### src/vrlo_pkg.sv
// ---------------------------------------------------------------------------
// vrlo_pkg
// Shared types, constants and helpers for the voxel ray log-odds update block.
// ---------------------------------------------------------------------------
package vrlo_pkg;

  localparam int XW = 5;
  localparam int YW = 5;
  localparam int ZW = 4;
  localparam int AW = XW + YW + ZW;
  localparam int CELLS = 1 << AW;
  localparam int VW = 16;
  localparam int EW = 8;

  typedef logic [1:0] mode_t;
  localparam mode_t MODE_RAY  = 2'd0;
  localparam mode_t MODE_SCAN = 2'd1;
  localparam mode_t MODE_READ = 2'd2;
  localparam mode_t MODE_SKIP = 2'd3;

  typedef logic [1:0] reg_idx_t;
  localparam reg_idx_t REG_HIT   = 2'd0;
  localparam reg_idx_t REG_MISS  = 2'd1;
  localparam reg_idx_t REG_FLOOR = 2'd2;
  localparam reg_idx_t REG_CEIL  = 2'd3;

  typedef enum logic [3:0] {
    ST_INIT, ST_IDLE, ST_CLEAR, ST_SETUP, ST_WRD, ST_WCHK, ST_WOUT,
    ST_HRD, ST_HCHK, ST_HOUT, ST_RRD, ST_ROUT
  } state_t;

  // Controller commands to the datapath.
  typedef struct packed {
    logic load;
    logic setup;
    logic clr_step;
    logic clr_cells;
    logic rd_walk;
    logic rd_hit;
    logic wr_miss;
    logic wr_hit;
    logic step;
    logic out_load;
    logic out_hit;
    logic out_last;
    logic out_read;
  } cmd_t;

  // Datapath status to the controller.
  typedef struct packed {
    logic clr_done;
    logic walk_done;
    logic marked;
  } sts_t;

  function automatic logic signed [VW-1:0] clamp_add(
    input logic signed [VW-1:0] v, input logic signed [VW-1:0] inc,
    input logic signed [VW-1:0] lo, input logic signed [VW-1:0] hi);
    logic signed [VW:0] s;
    begin
      s = $signed({v[VW-1], v}) + $signed({inc[VW-1], inc});
      if (s < $signed({lo[VW-1], lo})) s = $signed({lo[VW-1], lo});
      if (s > $signed({hi[VW-1], hi})) s = $signed({hi[VW-1], hi});
      return s[VW-1:0];
    end
  endfunction

endpackage

### src/vrlo_ctrl.sv
// ---------------------------------------------------------------------------
// vrlo_ctrl
// Sequencer for clear, walk read-modify-write, hit update and read.
// ---------------------------------------------------------------------------
module vrlo_ctrl (
  input  logic             clk,
  input  logic             rst_n,
  input  logic             in_valid,
  output logic             in_ready,
  input  logic [1:0]       in_mode,
  input  logic             out_free,
  input  vrlo_pkg::sts_t   sts,
  output vrlo_pkg::cmd_t   cmd
);
  import vrlo_pkg::*;

  state_t state_r, state_nxt;

  always_ff @(posedge clk) begin
    if (!rst_n) begin
      state_r <= ST_INIT;
    end else begin
      state_r <= state_nxt;
    end
  end

  always_comb begin
    state_nxt = state_r;
    cmd       = '0;
    in_ready  = 1'b0;
    unique case (state_r)
      ST_INIT: begin
        // Cell values and marks are swept to zero once after reset.
        cmd.clr_step  = 1'b1;
        cmd.clr_cells = 1'b1;
        if (sts.clr_done) state_nxt = ST_IDLE;
      end
      ST_IDLE: begin
        in_ready = 1'b1;
        if (in_valid) begin
          cmd.load = 1'b1;
          unique case (in_mode)
            MODE_RAY:  state_nxt = ST_SETUP;
            MODE_SCAN: state_nxt = ST_CLEAR;
            MODE_READ: state_nxt = ST_RRD;
            default:   state_nxt = ST_IDLE;
          endcase
        end
      end
      ST_CLEAR: begin
        cmd.clr_step = 1'b1;
        if (sts.clr_done) state_nxt = ST_IDLE;
      end
      ST_SETUP: begin
        cmd.setup = 1'b1;
        state_nxt = ST_WRD;
      end
      ST_WRD: begin
        if (sts.walk_done) begin
          state_nxt = ST_HRD;
        end else begin
          cmd.rd_walk = 1'b1;
          state_nxt = ST_WCHK;
        end
      end
      ST_WCHK: begin
        if (sts.marked) begin
          cmd.step = 1'b1;
          state_nxt = ST_WRD;
        end else if (out_free) begin
          cmd.wr_miss  = 1'b1;
          cmd.out_load = 1'b1;
          cmd.step     = 1'b1;
          state_nxt    = ST_WRD;
        end else begin
          state_nxt = ST_WOUT;
        end
      end
      ST_WOUT: begin
        if (out_free) begin
          cmd.wr_miss  = 1'b1;
          cmd.out_load = 1'b1;
          cmd.step     = 1'b1;
          state_nxt    = ST_WRD;
        end
      end
      ST_HRD: begin
        cmd.rd_hit = 1'b1;
        state_nxt  = ST_HCHK;
      end
      ST_HCHK: begin
        state_nxt = ST_HOUT;
      end
      ST_HOUT: begin
        if (out_free) begin
          cmd.wr_hit   = 1'b1;
          cmd.out_load = 1'b1;
          cmd.out_hit  = 1'b1;
          cmd.out_last = 1'b1;
          state_nxt    = ST_IDLE;
        end
      end
      ST_RRD: begin
        cmd.rd_hit = 1'b1;
        state_nxt  = ST_ROUT;
      end
      ST_ROUT: begin
        if (out_free) begin
          cmd.out_load = 1'b1;
          cmd.out_last = 1'b1;
          cmd.out_read = 1'b1;
          state_nxt    = ST_IDLE;
        end
      end
      default: state_nxt = ST_IDLE;
    endcase
  end

endmodule

### config.mk
export PLATFORM = sky130hd
export DESIGN_NAME = vrlo_ctrl
export DESIGN_NICKNAME = d
export VERILOG_FILES = /design/src/vrlo_pkg.sv /design/src/vrlo_ctrl.sv
export SDC_FILE = /design/constraint.sdc
export NUM_CORES = 1
export LEC_CHECK = 0
export BUFFER_PORTS_ARGS = -buffer_cell sky130_fd_sc_hd__clkbuf_2
export CAP_MARGIN = 15
export CORE_AREA = 4 4 41 43
export CTS_CLUSTER_SIZE = 28
export DETAILED_ROUTE_END_ITERATION = 8
export DIE_AREA = 0 0 45 47
export MAX_ROUTING_LAYER = met4
export SYNTH_ARGS = -nofsm -noshare
export SYNTH_HDL_FRONTEND = slang
export SYNTH_SLANG_ARGS = --single-unit
### constraint.sdc
create_clock -name clk -period 1.6 [get_ports clk]
set_input_delay 0 -clock clk [delete_from_list [all_inputs] [get_ports clk]]
set_output_delay 0 -clock clk [all_outputs]
set_load 0.005 [all_outputs]
Yosys cells after proc, flatten, opt, wreduce, memory -nomap -nowiden
Cells that the tools add are included.
{"block": "totals", "elab_cells": 55, "reg_bits": 4}
{"block": "op_classes", "reduce_logical": 6, "eq_ne": 17, "mux": 31}
{"op": "$pmux 4 s10", "count": 1}
{"op": "$mux 4", "count": 5}
{"op": "$eq 4x3->1 const B", "count": 4}
{"op": "$eq 4x4->1 const B", "count": 4}
{"op": "$mux 1", "count": 16}
{"op": "$pmux 4 s3", "count": 1}
{"op": "$eq 4x2->1 const B", "count": 2}
{"op": "$mux 2", "count": 3}
{"op": "$pmux 1 s2", "count": 3}
{"op": "$reduce_or 2->1", "count": 3}
{"op": "$eq 4x1->1 const B", "count": 1}
{"op": "$logic_not 4->1", "count": 1}
{"op": "$ne 2x1->1 const B", "count": 2}
{"op": "$ne 2x2->1 const B", "count": 2}
{"op": "$pmux 1 s4", "count": 1}
{"op": "$reduce_and 4->1", "count": 1}
{"op": "$mux 3", "count": 1}
{"op": "$eq 2x1->1 const B", "count": 1}
{"op": "$eq 2x2->1 const B", "count": 1}
{"op": "$logic_not 2->1", "count": 1}

Longest topological paths before layout
{"block": "depth", "depth_word": 4, "mapped_depth": 6, "ltp_nobuf": 6}

Worst setup path before layout
Ideal clock, no wire load.
{"block": "synth_timing", "path_type": "reg2reg", "startpoint": "register state_r[2]", "endpoint": "register state_r[1]", "setup_ns": 0.115, "n_path_buf": 1, "stages_incl_launch_ff": 6, "t_arrival_ns": 1.221, "t_required_ns": 1.485, "path_slack_ns": 0.264, "path_cell_list": "dfxtp_1 -> buf_6 -> and3b_1 -> or3b_1 -> o311ai_1 -> o21ba_1"}
{"block": "synth_via", "elab_chain_len": 4}
{"item": "from (decl)", "line_no": "vrlo_ctrl.sv:17", "source": "state_t state_r, state_nxt;"}
{"item": "from (signal assigned)", "line_no": "vrlo_ctrl.sv:23", "source": "state_r <= state_nxt;"}
{"item": "$eq 4x4->1, or another cell as far along", "line_no": "vrlo_ctrl.sv:31", "source": "unique case (state_r)"}
{"item": "$reduce_or 2->1 (no line)"}
{"item": "$ne 2x1->1 (no line)"}
{"item": "$reduce_and 4->1 (no line)"}
Parallel ways exist; a longest one is shown, timed or not.
A chain may end at the register's enable or synchronous reset.

==> impl_results.md <==
- Outcome: completed
- Initial antenna violation count: 0
- Worst Tran Pin Value: 0.319 ns
- Share of cells above drive strength 1: 38.4%
- R2r endpoint: state_r[1]$_SDFFE_PN0P_
- PwrDens: 1450 mW/mm2
- Iteration-0 DRC Markers: 4
- Tot GR Track Use: 14.2%
- Syn avg cell area: 7.63 um2
- Pre-CTS setup slack: 0.138 ns
- Rel. slew slack: 78.7%
- Max_cap viols: 0
- Hold_buf cts: 0
- Routed len/inst: 12.1 um
- Most frequent cells in the layout: clkbuf_2 (22), nor2_1 (9), nand2_1 (4), buf_4 (4)
- Min Tclk post-route: 1.49 ns
- CP Capture Type: output port
- Layout area overhead: 28.6%
- Core area: 0.00130 mm2
- CP max stage delay: 0.49 ns
- Diode count: 0
- R2r setup slk: 0.12 ns
- Worst hold path endpoint: state_r[0]$_SDFFE_PN0P_
- Die Y: 47 um
- Fin Setup TNS: 0 ns
- Max Slew Vio Count: 0
- Required time worst endpoint: 1.60 ns
- Wirelength, routed: 1220 um
- Max reg flops: 4
- Fmax: 672 MHz
- Final #Nets: 99
- LEAKAGE: 0.332 nW
- Syn Nets: 74
- # rows: 13
- Tcrit/Tclk final: 93.0%
- TritonRoute pass-1 iters: 3
- Maximum vdd drop: 0.583 mV
- Max H-tree Level: 1
- Syn. warnings: 0
- Most common cell after layout, fill and taps aside: clkbuf_2
- Synth Register Bits: 4
- Post-DP HPWL: 952 um
- Setup ws final: 0.112 ns
- Setup-failing EPs final: 0
- Die area: 0.00212 mm2
- Dpl cells: 98
- Initial Utilization: 36.9%
- Crit path from: state_r[3]$_SDFFE_PN0P_
- Global-route wire length before repair: 2080 um
- Boundary Pins: 23
- Postcts setup bufs: 0
- Cell count of the worst hold path: 3
- Horiz. Die Dim: 45 um
- Critical Path Slowest Stage Cell: dfxtp_1
- Worst EP arrival: 1.49 ns
- Netlist cell types: 35
- Vias in the first global route: 480
- TritonCTS clock tree: built
- RSZ-0062 raised after global routing: no
- Grt ovf: 0
- GPL Wtd Cong: 0.785
- Cell chain of the critical path: or3b_2 > a21boi_1 > clkbuf_2
- Syn Inst Count: 63
- Mapped Area: 480 um2
- Min-delay src: rst_n
- Crit path buffers/inverters: 1
- CTS max path bufs: 2
- Kind of critical path: reg2out
- IO Port Bufs: 22
- Register with the most flip-flops: state_r
- CP delay by family, top: flip-flops
- Layout Cells excl Fill: 101
- R2R depth: 4
- Routed vias/inst: 5.24
- Crit start category: flop
- Clock Tree Root: clkbuf_4
- Vias: 529
- Reg clk slew, reported paths: 0.04 ns
- Clock sink count: 4
- DRT antenna net count: 0
- Clock skew: 0.00641 ns
- DRC: 0
- Clk_lat worst skew: 0.24 ns
- Cts bufs inserted: 3
- Fin. Hold Viols: 0
- Largest net degree at the start of global routing: 12
- Crit-path max FO: 11
- Critical R2R Launch: state_r[3]$_SDFFE_PN0P_
- Worst hold path type: in2reg
- Biggest regs: state_r (4)
- Sequential share of the synthesized area: 16.7%
## worst reg2reg max path, delay by kind of cell (launching register included)
family / cells / cell delay, ns
AND/OR/NAND/NOR: 2 / 0.62
flip-flops: 1 / 0.49
AO/OA/AOI/OAI: 2 / 0.27
## synth_stat cells
cell / n / area, um2
nor2_1: 9 / 33.8
dfxtp_1: 4 / 80.1
nand2_1: 4 / 15.0
a21oi_1: 3 / 15.0
mux2i_1: 3 / 30.0
nand2b_1: 3 / 18.8
buf_4: 2 / 15.0
buf_6: 2 / 22.5
clkbuf_1: 2 / 7.51
ha_1: 2 / 25.0
inv_1: 2 / 7.51
nor2b_1: 2 / 12.5
nor3b_1: 2 / 15.0
or3b_1: 2 / 17.5
a21boi_1: 1 / 7.51
a2bb2oi_1: 1 / 8.76
and2_1: 1 / 6.26
and3_2: 1 / 7.51
and3b_1: 1 / 8.76
nand3b_1: 1 / 7.51
nor3_1: 1 / 5.00
nor4_1: 1 / 6.26
o211a_1: 1 / 10.0
o21ai_0: 1 / 5.00
o21ai_1: 1 / 5.00
o21ba_1: 1 / 10.0
o22a_1: 1 / 8.76
o22ai_2: 1 / 12.5
o311ai_1: 1 / 8.76
o31ai_1: 1 / 7.51
o32ai_1: 1 / 8.76
or2_1: 1 / 6.26
or2b_1: 1 / 7.51
or3b_2: 1 / 8.76
xor2_1: 1 / 8.76
## report_power, final
part,internal (mW),switching [mW]
sequential,0.139,0.0722
clock,0.0840,0.0428
combinational,0.288,0.272
total,0.511,0.387
## kinds of logic (layout without fill, tap and decap cells)
logic type | after synthesis | count (layout) | synth area share, %
muxes | 3 | 3 | 6.25
DFF | 4 | 4 | 16.7
xor gates and xnor gates | 1 | 1 | 1.82
buffers and inverters | 8 | 31 | 10.9
AOI/OAI and AO/OA | 14 | 14 | 22.4
adders and majority gates | 2 | 2 | 5.21
and+or+nand+nor | 31 | 31 | 36.7
## layer usage
| metal | share of wire [%] | track usage (%) | vias up |
|---|---|---|---|
| li1 | - | - | 269 |
| met1 | 46 | 18.4 | 244 |
| met2 | 48 | 19.5 | 14 |
| met3 | 4.7 | 3.45 | 2 |
| met4 | 0.66 | 8.77 | 0 |
| met5 | 0 | - | - |
## how the worst max path moves through the flow
stage                                    endpoint  cells past startpoint
final                                      cmd[7]                      3
after global placement    state_r[1]$_SDFFE_PN0P_                      4
after global routing                       cmd[7]                      3
after CTS                                  cmd[3]                      6
after floorplan           state_r[1]$_SDFFE_PN0P_                      5
after detailed placement  state_r[1]$_SDFFE_PN0P_                      4
## per-stage QoR
stage	cell area (um2)	hold WS (ns)	util (%)	total power, mW
final	618	0.0736	47.5	0.897
after global routing	618	0.0931	47.5	0.990
after CTS	617	0.0748	47.4	0.904
after detailed placement	594	0.232	45.7	0.770
after global placement	594	0.231	45.7	0.769
after floorplan	480	0.0341	-	0.590
## cell type report
cell class	count	area (um2)
timing repair buffer	26	140
multi-input combinational	51	348
fill	153	683
inverter	2	7.51
sequential	4	81.3
clock buffer	3	22.5
tap	15	18.8
## repair_timing
item | CTS | global route
endpoints found under the setup margin | 0 | 1
hold endpoints to repair | 0 | 0
resized for setup | 0 | 1
(Power assumes the default switching activity.)
